**config.mk**
```make
export PLATFORM = sky130hd
export DESIGN_NAME = psa_horner_cell
export DESIGN_NICKNAME = d
export VERILOG_FILES = /design/src/rtl/psa_pkg.sv /design/src/rtl/psa_horner_cell.sv
export SDC_FILE = /design/constraint.sdc
export NUM_CORES = 2
export LEC_CHECK = 0
export ABC_AREA = 1
export BUFFER_PORTS_ARGS = -buffer_cell sky130_fd_sc_hd__buf_2
export CAP_MARGIN = 0
export CORE_UTILIZATION = 35
export CTS_CLUSTER_SIZE = 8
export DETAILED_ROUTE_END_ITERATION = 8
export GPL_TIMING_DRIVEN = 0
export PLACE_DENSITY_LB_ADDON = 0.12
export SLEW_MARGIN = 15
export SYNTH_ARGS = -nofsm -noshare
export SYNTH_HDL_FRONTEND = slang
export SYNTH_SLANG_ARGS = --single-unit
```
**constraint.sdc**
```tcl
create_clock -name clock -period 12.6 [get_ports clock]
set_clock_uncertainty 0.1 [all_clocks]
set_input_delay 1.26 -clock clock [delete_from_list [all_inputs] [get_ports clock]]
set_output_delay 1.26 -clock clock [all_outputs]
set_load 0.02 [all_outputs]
```
**src/rtl/psa_pkg.sv**
```systemverilog
// shared types, constants and helpers for the arccos approximation core
package psa_pkg;

   localparam int MAX_TERMS   = 7;
   localparam int X_W         = 17;
   localparam int COEF_W      = 32;
   localparam int IDX_W       = 3;
   localparam int ROOT_W      = 29;
   localparam int RAD_W       = 58;
   localparam int SQRT_STEPS  = 29;
   localparam logic [X_W-1:0] ONE_Q16 = 17'd65536;

   localparam logic [IDX_W-1:0] REG_NUM_TERMS = 3'd0;

   typedef logic signed [COEF_W-1:0] coef_type;

   typedef struct packed {
      logic             valid;
      logic [X_W-1:0]   x;
      logic [2:0]       terms;
      coef_type         acc;
      logic             sat;
   } horner_type;

   typedef struct packed {
      logic              valid;
      coef_type          acc;
      logic              sat;
      logic [RAD_W-1:0]  rem;
      logic [ROOT_W-1:0] root;
      logic [RAD_W-1:0]  rad;
   } root_type;

   function automatic coef_type sat32(input logic signed [49:0] v, output logic clip);
      clip = 1'b0;
      sat32 = v[31:0];
      if (v > 50'sd2147483647) begin
         clip = 1'b1;
         sat32 = 32'sh7fffffff;
      end else if (v < -50'sd2147483648) begin
         clip = 1'b1;
         sat32 = 32'sh80000000;
      end
   endfunction

endpackage

```
**src/rtl/psa_horner_cell.sv**
```systemverilog
// if stage < terms: acc times x, round, add coef, saturate; else pass
module psa_horner_cell (
   input  logic                 clock,
   input  logic                 reset,
   input  logic [2:0]           stage,
   input  psa_pkg::coef_type    coef,
   input  psa_pkg::horner_type  in_data,
   output psa_pkg::horner_type  out_data
);
   import psa_pkg::*;

   horner_type data_ff, data_in;
   logic signed [49:0] prod;
   logic signed [49:0] sum;
   coef_type           res;
   logic               clip;

   always_comb begin
      data_in = in_data;
      prod    = ($signed({{18{in_data.acc[31]}}, in_data.acc}) *
                 $signed({33'd0, in_data.x}) + 50'sd32768) >>> 16;
      sum     = prod + $signed({{18{coef[31]}}, coef});
      res     = sat32(sum, clip);
      if (stage < in_data.terms) begin
         data_in.acc = res;
         data_in.sat = in_data.sat | clip;
      end
   end

   always_ff @(posedge clock) begin
      if (reset) begin
         data_ff.valid <= 1'b0;
      end else begin
         data_ff.valid <= data_in.valid;
      end
      data_ff.x     <= data_in.x;
      data_ff.terms <= data_in.terms;
      data_ff.acc   <= data_in.acc;
      data_ff.sat   <= data_in.sat;
   end

   assign out_data = data_ff;
endmodule

```
# ---- Yosys cells after proc, flatten, opt, wreduce, memory -nomap -nowiden
# Index checks and enable logic that the tools add are counted.
dict set report totals {
  elab_cells 17
  regBits 54
  inputBits 91
  out_inout_bits 54
}
dict set report op_classes {
  bitwise_logic 1
  addsub 2
  mul 1
  n_lt_le_gt_ge 3
  muxes 5
}
# operator count
set op_table {}
lappend op_table {{$mux 32} 2}
lappend op_table {{$add 50x17->50 const B} 1}
lappend op_table {{$mul 32x18->50} 1}
lappend op_table {{$add 34x32->35} 1}
lappend op_table {{$gt 35x32->1 const B} 1}
lappend op_table {{$lt 35x32->1 const B} 1}
lappend op_table {{$mux 33} 1}
lappend op_table {{$lt 3x3->1} 1}
lappend op_table {{$mux 1} 2}
lappend op_table {{$or 1x1->1} 1}

# ---- Longest topological paths before layout
dict set report logic_depth {
  word_depth 8
  depth_mapped 47
  ltp_nobuf 44
}

# ---- Worst setup path before layout
# OpenSTA, ideal clock, no wires.
dict set report synth_timing {
  path_kind {input to register}
  from {input port in_data[32] in the netlist's numbering}
  to {register data_ff (netlist bit out_data[10])}
  setup_time_ns 0.117
  arrival_ns 8.329
  setup_slack_ns 4.054
  path_buffers 3
  required_time_ns 12.383
  cell_stages 36
  path_cell_list {clkbuf_1 clkbuf_1 nand2_1 fa_1 inv_1 fa_1 ha_1 inv_1 fa_1 inv_1 fa_1 inv_1 fa_1 inv_1 ha_1 nand2_1 nor2_1 inv_1 nor4_1 nand3_1 nand3_1 xnor2_1 inv_1 ha_1 nand2_2 nor2_2 nand2_1 nor2_2 nand4_2 nand3_2 nand2_1 nand2_1 nand3_2 a21oi_4 buf_6 a21oi_2}
}
# item line
set synth_rtl {}
lappend synth_rtl {{start, declared} psa_horner_cell.sv:7} ;# input psa_pkg::horner_type in_data,
lappend synth_rtl {{end, declared} psa_horner_cell.sv:12} ;# horner_type data_ff, data_in;

==> results.txt <==
The yosys synthesis warning count is 0. The register with the most flip-flops in the layout has 54 of them. The count of buffers from port buffering came out at 112. The maximum fanout encountered on the critical timing path is 10. The critical path launch point is in_data[19]. In the layout the commonest cells are inv_1, nand2_1, fa_1. The post-CTS resize count is 0. The hold path startpoint is in_data[34]. The chip width is 266 um. The number of distinct library cells after synthesis came out at 51. At the worst endpoint, the arrival time is 10.40 ns. The area of the mapped netlist came out at 24400 sq um. The number of buffers created by CTS came out at 5.

The cell family with the largest share of critical-path delay is adder cells. The number of max-slew violations in the final report came out at 0. TritonCTS built the clock tree. The number of global-route vias before repair was 20.6k. The residual DRC count is 0. The transition time of the tightest slew-check pin came out at 1.22 ns.

The final layout net count is 4157. The count of mapped cells out of synthesis came out at 3240. The number of hold buffers added after CTS was 0.

The synthesis-stage register bit count came out at 54. Counting every net in the synthesized netlist gives 4038. In this run the mean area of a mapped cell was 7.53 sq um. The relative slew slack is 18.7%. The die footprint is 70800 sq um.

Dividing the detail-routed via count by the number of cells gives 4.63. Counting along the longest clock path gives a buffer depth of 2. Across the run, the number of max-cap violations was 0. The post-CTS setup repair buffer count is 0. The die is 266 um tall. By area the synthesized netlist is led by fa_1, inv_1, nand2_1, ha_1, dfxtp_1. The initial utilization of the core area, before any placement, comes to 35.4%. Clock tree synthesis selected as its root buffer the cell clkbuf_16. The final-report hold violation count is 0.

The post-layout minimum cycle time is 10.26 ns. The number of clock sinks is 54. The detailed router finished its first iteration with 1111 violations. The type of the setup path with the least slack is in -> reg. The number of rows in the core area is 96. The final routed wirelength across all metal layers is 85700 um. The critical path data required time is 12.74 ns. Setup violations remaining at the end of the flow were counted as 0. The largest net degree at the start of global routing is 20.

The first global-routing pass estimated 131000 um of wire. The worst setup path is captured at a register. Of all cell types, the one taking the most synthesized area is fa_1. Leaving out fill and tap cells, the most frequent cell in the layout is inv_1.

The detailed placer's ending HPWL came out at 73300 um. For this design the top-level I/O count stands at 145. The number of flops mapped to enable cells by yosys came out at 0. Among all flip-flop cells after synthesis, the most frequent one is dfxtp_1.

The slowest stage cell on the critical path is clkbuf_1. The total track usage came out at 25.3%. The overflow left after global routing came out at 0. The via count of the routed design is 19.9k. The worst hold path belongs to the class in -> reg.

The fraction of final layout cells with drive strength greater than 1 came out at 6.73%. The count of buffer and inverter cells on the critical path came out at 6. The maximum level of the CTS H-tree is 2. Dividing the detail-routed wire length by the instance count gives 20.0 um.

The final estimated routing congestion in global placement is 0.918. The maximum single-stage delay on the critical path came out at 0.67 ns. The clock-pin slew on the worst setup and hold paths came out at 0.10 ns. Relative to the synthesized area, the layout overhead comes to 7.71%. The final clock period utilization by the worst path came out at 81.4%.

Setup repair after global routing left no endpoint under its margin. The share of the core filled with cells came out at 38.2%. The proportion of synthesized flip-flops having asynchronous set or reset is 0%. STA classifies the critical path startpoint as a primary input. Static timing analysis puts the maximum clock frequency at 0.0975 GHz. The fraction of post-synthesis cell area in the top cell type by area is 42.8%. The number of detailed-route iterations in the first pass came out at 5. The initial antenna violation count came out at 3.

Among the stages of the critical path, the cell type that occurs most often is fa_1. Once detail routing completed, the nets flagged for antenna violations numbered 0. The sequential share of the synthesized area came out at 4.43%. The final setup TNS is 0 ns.

The flow ran to the end, and the final reports show no timing, DRC or antenna violations. The area of the core came out at 68800 sq um.
[synthesized netlist by cell type, types with 2 or more instances]
master and count:
a21boi_0 4, nand2_1 801, xnor2_1 21, nand3_1 38, nor2_4 2, nor2_1 133
clkbuf_1 109, o21bai_1 16, nor4_1 5, nor3_2 2, nand3_2 4, ha_1 186
nand2_2 44, a31oi_1 6, nand4_1 8, buf_6 3, nor3_1 10, and2_1 2
buf_1 8, inv_2 4, a21oi_2 30, buf_12 3, dfxtp_1 54, a21oi_1 95
fa_1 521, a21o_1 8, nor2_2 7, o21ai_0 45, and3_1 3, inv_1 998
nand3b_1 2, xor2_1 44, o21a_1 6
[stage by stage]
stage | area (sq um) | hold slack [ns] | setup WS (ns) | instances
5_1_grt | 26300 | 0.907 | 1.81 | 4291
2_1_floorplan | 24400 | 1.19 | 4.05 | 3240
4_1_cts | 26300 | 0.889 | 2.47 | 4291
3_3_place_gp | 26100 | 1.28 | 2.07 | 4283
6_report | 26300 | 0.912 | 2.34 | 4292
3_5_place_dp | 26100 | 1.28 | 2.12 | 4283
[final timing paths]
check,to,cells past startpoint
worst min-delay path,out_data[34]$_DFF_P_,1
worst max-delay path,out_data[20]$_DFF_P_,33
[cell type report]
type / instances / area (sq um)
antenna: 1 / 2.50
sequential: 54 / 1080
fill: 7483 / 42600
buffer: 124 / 538
inverter: 1003 / 3760
tap: 931 / 1160
multi-input combinational: 2059 / 19000
clock inverter: 3 / 27.5
timing repair buffer: 112 / 561
clock buffer: 5 / 125
[metal layers]
| metal | wire length (um) | vias up | GRT usage [%] |
|---|---|---|---|
| li1 | - | 9374 | - |
| met1 | 38600 | 9926 | 34.8 |
| met2 | 41200 | 492 | 42.9 |
| met3 | 3920 | 76 | 2.43 |
| met4 | 1960 | 4 | 5.61 |
| met5 | 23 | - | 0 |
[cell families (layout without fill, tap and decap cells)]
kind of cell,count (synthesis),count (layout),synth area share (%)
AO/OA/AOI/OAI,220,220,5.51
XOR/XNOR,65,65,2.33
adder cells (fa/ha/maj),707,707,52.3
buffers and inverters,1127,1247,17.6
flip-flops,54,54,4.43
other,0,1,0
AND/OR/NAND/NOR,1067,1067,17.8
Power is not shown: default switching activity piles up to over one toggle a cycle in this logic, so the estimate is an artifact.
