## config.mk

```make
export PLATFORM = sky130hd
export DESIGN_NAME = psa_sqrt_cell
export DESIGN_NICKNAME = d
export VERILOG_FILES = /design/src/rtl/psa_pkg.sv /design/src/rtl/psa_sqrt_cell.sv
export SDC_FILE = /design/constraint.sdc
export NUM_CORES = 1
export LEC_CHECK = 0
export BUFFER_PORTS_ARGS = -buffer_cell sky130_fd_sc_hd__buf_2
export CAP_MARGIN = 20
export CORE_UTILIZATION = 25
export CTS_CLUSTER_SIZE = 12
export DETAILED_ROUTE_END_ITERATION = 6
export GPL_TIMING_DRIVEN = 0
export HOLD_SLACK_MARGIN = 0.06
export MAX_ROUTING_LAYER = met4
export PLACE_DENSITY_LB_ADDON = 0.1
export SLEW_MARGIN = 20
export SYNTH_ARGS = -nofsm -noshare
export SYNTH_HDL_FRONTEND = slang
export SYNTH_SLANG_ARGS = --single-unit
```

## constraint.sdc

```tcl
create_clock -name clock -period 3.13 [get_ports clock]
set_clock_uncertainty 0.1 [all_clocks]
set_input_delay 0.626 -clock clock [delete_from_list [all_inputs] [get_ports clock]]
set_output_delay 0.626 -clock clock [all_outputs]
set_load 0.05 [all_outputs]
```

## src/rtl/psa_pkg.sv

```systemverilog
// shared types, constants and helpers for the arccos approximation core
package psa_pkg;

   localparam int MAX_TERMS   = 7;
   localparam int X_W         = 17;
   localparam int COEF_W      = 32;
   localparam int IDX_W       = 3;
   localparam int ROOT_W      = 29;
   localparam int RAD_W       = 58;
   localparam int SQRT_STEPS  = 29;
   localparam logic [X_W-1:0] ONE_Q16 = 17'd65536;

   localparam logic [IDX_W-1:0] REG_NUM_TERMS = 3'd0;

   typedef logic signed [COEF_W-1:0] coef_type;

   typedef struct packed {
      logic             valid;
      logic [X_W-1:0]   x;
      logic [2:0]       terms;
      coef_type         acc;
      logic             sat;
   } horner_type;

   typedef struct packed {
      logic              valid;
      coef_type          acc;
      logic              sat;
      logic [RAD_W-1:0]  rem;
      logic [ROOT_W-1:0] root;
      logic [RAD_W-1:0]  rad;
   } root_type;

   function automatic coef_type sat32(input logic signed [49:0] v, output logic clip);
      clip = 1'b0;
      sat32 = v[31:0];
      if (v > 50'sd2147483647) begin
         clip = 1'b1;
         sat32 = 32'sh7fffffff;
      end else if (v < -50'sd2147483648) begin
         clip = 1'b1;
         sat32 = 32'sh80000000;
      end
   endfunction

endpackage

```

## src/rtl/psa_sqrt_cell.sv

```systemverilog
// one digit of the restoring square root of the radicand
module psa_sqrt_cell (
   input  logic               clock,
   input  logic               reset,
   input  psa_pkg::root_type  in_data,
   output psa_pkg::root_type  out_data
);
   import psa_pkg::*;

   root_type          data_ff, data_in;
   logic [RAD_W-1:0]  rem_sh;
   logic [RAD_W-1:0]  trial;

   always_comb begin
      data_in = in_data;
      rem_sh  = {in_data.rem[RAD_W-3:0], in_data.rad[RAD_W-1 -: 2]};
      trial   = {{(RAD_W-ROOT_W-2){1'b0}}, in_data.root, 2'b01};
      data_in.rad = {in_data.rad[RAD_W-3:0], 2'b00};
      if (rem_sh >= trial) begin
         data_in.rem  = rem_sh - trial;
         data_in.root = {in_data.root[ROOT_W-2:0], 1'b1};
      end else begin
         data_in.rem  = rem_sh;
         data_in.root = {in_data.root[ROOT_W-2:0], 1'b0};
      end
   end

   always_ff @(posedge clock) begin
      if (reset) begin
         data_ff.valid <= 1'b0;
      end else begin
         data_ff.valid <= data_in.valid;
      end
      data_ff.acc  <= data_in.acc;
      data_ff.sat  <= data_in.sat;
      data_ff.rem  <= data_in.rem;
      data_ff.root <= data_in.root;
      data_ff.rad  <= data_in.rad;
   end

   assign out_data = data_ff;
endmodule

```

=== Yosys cells after proc, flatten, opt, wreduce, memory -nomap -nowiden ===
Index checks and enable logic that the tools add are counted.

* Register bits: 177
* Input port bits: 181
* Output and inout bits: 179

* Add/sub/neg operators: 1
* Magnitude comparators: 1
* Mux-type cells: 1

{| class="wikitable"
|+ Operators with widths
! cell !! count
|-
| $mux 87 || 1
|-
| $ge 58x31->1 || 1
|-
| $sub 58x31->58 || 1
|}

=== Logic depth before layout (Yosys ltp) ===
Gate-level depths: netlist of run 1.

* Word-level depth: 2
* Depth in mapped cells: 13
* Mapped depth without buffers: 10

=== Worst setup path after synthesis of run 1 ===
No wires, ideal clock.

* Path kind: input -> register
* Start: input in_data[129] in the netlist's numbering
* End: register data_ff (netlist bit out_data[100])
* Setup time: 0.121 ns
* Arrival: 2.932 ns
* Required time: 2.909 ns
* Path slack: -0.023 ns
* Stages: 9
* Path buffers: 2
* Cell sequence: or4_4 -> or3_4 -> or2_4 -> nor4_4 -> o211ai_2 -> or2_1 -> buf_6 -> buf_6 -> mux2_4

{| class="wikitable"
|+ RTL lines
! element !! line !! source
|-
| from (decl) || psa_sqrt_cell.sv:5 || <nowiki>input psa_pkg::root_type in_data,</nowiki>
|-
| to (decl) || psa_sqrt_cell.sv:10 || <nowiki>root_type data_ff, data_in;</nowiki>
|}

==> results of run 1 <==
-- cell families (layout without fill, tap and decap cells) --
kind of cell	after synthesis	count (layout)	share of synthesized area, %
buf+inv	63	441	4.188
compound gates	139	139	13.02
mux	4	4	0.8527
other cells	1	7	0.05680
simple gates	195	195	14.91
xor+xnor	56	56	7.428
flops	177	177	53.67
fa+ha+maj	31	31	5.875
-- report_power, final --
group / internal [uW] / switching, uW / leakage, uW / total (uW)
registers: 2440 / 41.8 / 0.00149 / 2490
logic: 429 / 1150 / 0.00276 / 1580
clock network: 1090 / 1100 / 0.000297 / 2190
-- worst min-delay path by stage --
stage	to	slack (ps)
floorplan	out_data[10]$_DFF_P_	550
global placement	out_data[36]$_DFF_P_	630
detailed placement	out_data[166]$_DFF_P_	630
CTS	out_data[155]$_DFF_P_	160
global route	out_data[50]$_DFF_P_	150
finish	out_data[44]$_DFF_P_	180
-- cell usage after synthesis (4+ instances only) --
master    number
dfxtp_1      177
nor2_1        64
a21oi_1       61
inv_1         39
nand2_1       37
ha_1          31
xnor2_1       30
o21ai_0       26
xor2_1        26
nand4_1       18
clkbuf_1      16
nor3_1        16
nand3_1       13
a21o_1         8
nor2b_1        7
nand2b_1       6
nor4_1         6
o211ai_1       6
a31oi_1        5
o21a_1         5
o21bai_1       5
or3_1          5
and4_1         4
buf_6          4
or4_1          4
-- final cells by class --
cell class                 count  share of cell area [%]
antenna                        5                  0.1320
inverter                      39                   1.544
multi-input combinational    427                   30.21
timing repair buffer         357                   18.92
clock buffer                  17                   4.487
buffer                        13                  0.9897
clock inverter                15                   1.927
tap                          335                   4.421
sequential                   177                   37.37
-- per-stage QoR --
| stage | setup TNS, ps | total power (uW) | hold WS, ps | worst slack (ps) |
|---|---|---|---|---|
| floorplan | 0 | 3655 | 553.7 | 6.722 |
| finish | 0 | 6258 | 184.1 | 71.92 |
| CTS | 0 | 6349 | 164.2 | 26.05 |
| global placement | -31280 | 4120 | 628.6 | -670.6 |
| detailed placement | -31330 | 4118 | 629.6 | -705.8 |
| global route | 0 | 6558 | 154.9 | 7.301 |
-- routing by layer --
| metal | GRT usage [%] | share of wire, % | vias to the layer above |
|---|---|---|---|
| met5 | - | 0 | - |
| met4 | 3.545 | 0.71 | 0 |
| met3 | 5.902 | 8.5 | 8 |
| met2 | 31.43 | 52 | 206 |
| met1 | 18.00 | 38 | 2738 |
| li1 | - | - | 3025 |
-- repair_timing --
item,4_1_cts,5_1_grt
resized for setup,7,12
setup endpoints to repair,44,41
buffers inserted,0,3
hold endpoints to repair,0,0
pin swaps,0,3
hold buffers,0,0
==> summary.txt, run 1 <==
Run status
  – Outcome: completed

Synthesis
  – Post-synth EDFFs: 0
  – Cells after synthesis: ~670
  – Dominant synthesized flop cell: dfxtp_1
  – Post-synth ARST share: 0%
  – #FFs+latches synth: 177
  – Fraction of the yosys area taken by sequential cells: 53.67%
  – Post-synth top area share: 53.67%
  – Synth warn: 0
  – Largest cells by area after synthesis: dfxtp_1 (54%), ha_1 (5.9%), a21oi_1 (4.6%)
  – Post-synth top area cell: dfxtp_1
  – Yosys cell types: 57
  – Post-Syn Area per Cell: 9.914 sq um
  – Mapped Area: 6603 sq um

Cells and area
  – Area of the multi-input gates: 2864 sq um
  – Register Area: roughly 3500 sq um
  – Max reg flops: 177
  – Commonest non-fill, non-tap cells in the layout: buf_2 (355), dfxtp_1 (177), nor2_1 (64)
  – Core Util, Final: 36.49%
  – Post-route insts no fill: 1385
  – Filler cell count: roughly 2800
  – Share of layout cells above drive strength 1: 40.86%
  – Commonest non-fill, non-tap cell in the layout: buf_2
  – Nets: 1244
  – Area delta synth->final: 43.60%
  – Fin area: about 9500 sq um

Routing
  – Final wirelength: 23140 um
  – DR iter-0 viols: approximately 260
  – DRC Markers: 0
  – WL per Instance: around 17 um
  – Vias/cell: 4.316
  – Total vias in the final route: 5977
  – 1st-pass router iterations: 4
  – Antenna violation net count after detailed routing: 0

Worst setup path
  – WP depth: 10
  – Slowest CP cell: or4_4
  – Critical Path Source: in_data[129]
  – Cell repeated most along the worst path: buf_6
  – Buf/Inv on CP: 3
  – Critical path's largest stage delay: approximately 550 ps
  – Worst-path maximum fanout: 10
  – Critical path arrival: 3280 ps
  – CP cell instances: buf_2 -> or4_4 -> or3_4 -> or2_4 -> nor4_4 -> o211ai_2 -> or2_1 -> buf_6 -> buf_6 -> mux2_4
  – Crit start category: primary input
  – Crit path kind: in -> reg
  – Req. time, crit path: 3350 ps
  – Critical path destination: out_data[114]$_DFF_P_
  – Cell family with most CP delay: simple AND/OR/NAND/NOR gates
  – Critical path capture point type: flop

Global route
  – Initial antenna violation count: 5
  – Vias in the first global route: around 5900
  – First-pass GRT wire length: about 34000 um
  – Final global-route overflow total: 0
  – All-Layer GR Usage: 17.29%
  – Largest net degree at the start of global routing: 21

Clocking
  – Clock slew seen by the registers of the worst setup and hold paths: approximately 90 ps
  – Inserted Clock Buffers: 17
  – H-tree depth: 4
  – CTS tree: built
  – Clk sinks: 177
  – Root Driver: clkbuf_16
  – Clock buffer depth: 2

STA
  – Fmax: 0.3270 GHz
  – Max Slew Vio Count: 0
  – Final Cycle Share: 97.70%
  – RSZ-0062 raised after global routing: false
  – Slew HR: 48.98%
  – Final Critical Period: a little over 3000 ps
  – Worst-Margin Slew: ~750 ps
  – Final setup vio count: 0
  – Final hold violation count: 0

Hold path
  – Worst hold stages: 1
  – Hold crit path type: in -> reg
  – Hold_sp: in_data[42]

Run
  – Max_cap viols: 0

Floorplan
  – Num ports: 360
  – Die ar.: 27060 sq um
  – Core Box Area: ~26000 sq um
  – Die X-Extent: 164.5 um
  – Rows: 59
  – Die height: 164.5 um
  – Starting Density: 25.41%

Power
  – PD cells: around 660 nW/um^2
  – Pleak: 0.004550 uW
  – Worst vdd ir: approximately 0.37 mV

Placed design
  – Placed Cells: 1356
  – Post-detail-place hpwl: 18900 um
  – Gpl congestion: 0.7970
  – Post-DP Area: 8797 sq um
  – I/O Buffers: 354
(Power assumes the default switching activity.)
==> inputs of run 2 (changes only) <==
--- a/config.mk
+++ b/config.mk
@@ -5,11 +5,12 @@
 export SDC_FILE = /design/constraint.sdc
 export NUM_CORES = 1
 export LEC_CHECK = 0
-export BUFFER_PORTS_ARGS = -buffer_cell sky130_fd_sc_hd__buf_2
 export CAP_MARGIN = 20
 export CORE_UTILIZATION = 25
+export CTS_BUF_LIST = sky130_fd_sc_hd__clkbuf_2
 export CTS_CLUSTER_SIZE = 12
 export DETAILED_ROUTE_END_ITERATION = 6
+export DONT_BUFFER_PORTS = 1
 export GPL_TIMING_DRIVEN = 0
 export HOLD_SLACK_MARGIN = 0.06
 export MAX_ROUTING_LAYER = met4
==> run 2 against run 1 <==
Against the previous run: sequential power up 30%; global-route usage is 0.62 points higher; clock-buffer cell count is the same; utilization fell by 1.7 points; the flow now finishes with violations (negative hold slack); power shrank 17%; maximum frequency grew 2.8%; flip-flop and latch count unchanged; die area is the same; critical endpoint is now out_data[144]$_DFF_P_; cell count down 12%.
==> summary.txt, run 2 (synthesized netlist as in run 1, its figures left out) <==
Routing
  – DR iter-0 viols: 210
  – Total vias in the final route: 5529
  – Antenna violation net count after detailed routing: 0
  – Vias/cell: 4.554
  – 1st-pass router iterations: 4
  – WL per Instance: 20.21 um
  – DRC Markers: 0
  – Final wirelength: 24530 um

Run
  – Max_cap viols: 0

Worst setup path
  – Crit path kind: in -> reg
  – Critical path arrival: 3530 ps
  – Worst-path maximum fanout: 5
  – Slowest CP cell: a2111oi_0
  – Req. time, crit path: 3690 ps
  – Critical path's largest stage delay: approximately 610 ps
  – Crit start category: primary input
  – CP cell instances: dlygate4sd3_1 -> a2111oi_0 -> o21ai_0 -> nor2_1 -> nor4b_1 -> dlygate4sd3_1 -> and4_1 -> xnor2_1
  – Critical path capture point type: flop
  – Cell repeated most along the worst path: dlygate4sd3_1

Hold path
  – WHS Endpoint: out_data[88]$_DFF_P_
  – Hold_sp: in_data[57]
  – Worst hold stages: 2
  – Hold crit path type: in -> reg

STA
  – Worst-Margin Slew: 893.3 ps
  – Final setup vio count: 0
  – Final Cycle Share: between 90% and 100%
  – Slew HR: ~40%
  – Fmax: 0.3360 GHz
  – Final hold violation count: 2
  – Worst hold slack: -60.94 ps
  – Final Critical Period: 2976 ps
  – RSZ-0062 raised after global routing: false
  – Max Slew Vio Count: 0

Floorplan
  – Die height: between 150 and 200 um
  – Core Box Area: 25980 sq um
  – Die ar.: 27060 sq um
  – Num ports: 360
  – Die X-Extent: 164.5 um
  – Rows: 59
  – Starting Density: 25.41%

Placed design
  – Post-detail-place hpwl: 17840 um
  – Gpl congestion: 0.7851
  – I/O Buffers: 0

Cells and area
  – Filler cell count: around 2700
  – Commonest non-fill, non-tap cell in the layout: dlygate4sd3_1
  – Nets: 1076
  – Commonest non-fill, non-tap cells in the layout: dlygate4sd3_1 (178), dfxtp_1 (177), nor2_1 (64)
  – Area delta synth->final: 37.09%
  – Max reg flops: 177
  – Core Util, Final: a little over a third
  – Share of layout cells above drive strength 1: approximately 6.6%

Clocking
  – CTS tree: built
  – H-tree depth: 4
  – Clk sinks: approximately 180
  – Clock buffer depth: 2
  – Clock slew seen by the registers of the worst setup and hold paths: 290 ps
  – Root Driver: clkbuf_2
  – Inserted Clock Buffers: 17

Global route
  – Initial antenna violation count: 1
  – Final global-route overflow total: 0
  – All-Layer GR Usage: between 15 and 20%
  – Vias in the first global route: 5905
  – Largest net degree at the start of global routing: 19
  – First-pass GRT wire length: 34530 um

Power
  – Worst vdd ir: between 0.3 and 0.4 mV
  – Pleak: 0.003699 uW
  – PD cells: between 500 and 600 nW/um^2
  – Final Power: around 5200 uW

Run status
  – Violated checks: negative hold slack
  – Outcome: complete, but fails checks
==> run 2: cell count changes in the layout (fill, tap and decap cells not counted), moves of 2 or more <==
cell	change
inv_8	+2
nor4_1	+2
clkbuf_16	-17
clkbuf_1	+11
diode_2	-2
inv_6	-2
clkinv_8	-3
buf_2	-353
dlygate4sd3_1	+178
clkinvlp_4	+4
buf_4	-3
clkbuf_2	+17
==> run 2: how the worst max path moves through the flow <==
stage                 startpoint                    end  slack (ps)  cells past startpoint
finish              in_data[117]  out_data[144]$_DFF_P_         150                      8
global route         in_data[86]  out_data[144]$_DFF_P_          20                     10
CTS                  in_data[79]  out_data[112]$_DFF_P_          70                     12
detailed placement   in_data[85]  out_data[139]$_DFF_P_        -720                      9
global placement     in_data[73]  out_data[112]$_DFF_P_        -680                     13
floorplan           in_data[129]  out_data[100]$_DFF_P_           7                      9
==> run 2: per-stage QoR <==
| step | cell area (sq um) | std cells | setup TNS, ps | worst slack, ps |
|---|---|---|---|---|
| after floorplan | 6606 | 667 | 0 | 6.722 |
| after global placement | 7025 | 1002 | -27910 | -682.3 |
| after detailed placement | 7025 | 1002 | -28300 | -723.8 |
| after CTS | 9020 | 1209 | 0 | 68.34 |
| after global routing | 9051 | 1214 | 0 | 22.95 |
| final | 9051 | 1214 | 0 | 154.2 |
==> run 2: critical path, delay by kind of cell <==
kind,cells,cell delay (ps)
buffers and inverters,2,1190
AO/OA/AOI/OAI,2,900
AND/OR/NAND/NOR,3,670
XOR/XNOR,1,140
==> run 2: power breakdown <==
part	switching, uW	internal [uW]
combinational	372	366
sequential	784	2460
clock	941	252
total	2100	3070
==> run 2: layer usage <==
metal  GRT usage, %  routed length, um  share of wire, %  vias to the layer above
met5              -                  0                 0                        -
met4          3.545                180              0.73                        0
met3          4.219               1592               6.5                        7
met2          33.22              12960                53                      215
met1          19.32               9804                40                     2625
li1               -                  -                 -                     2682
==> run 2: cell type report <==
cell class	instances	area (sq um)	share of cell area, %
Tap cell	335	419.2	4.631
Clock buffer	17	85.08	0.9400
Antenna cell	3	7.507	0.08294
Buffer	24	132.6	1.465
Timing Repair Buffer	178	1782	19.68
Inverter	39	146.4	1.617
Multi-Input combinational cell	427	2788	30.80
Sequential cell	177	3543	39.15
Clock inverter	14	147.6	1.631
==> run 2: repair_timing <==
action                                  4_1_cts  5_1_grt
resized for setup                             0        4
hold buffers                                176        2
hold endpoints to repair                    175        3
setup buffers                                 0        0
endpoints found under the setup margin        0       12
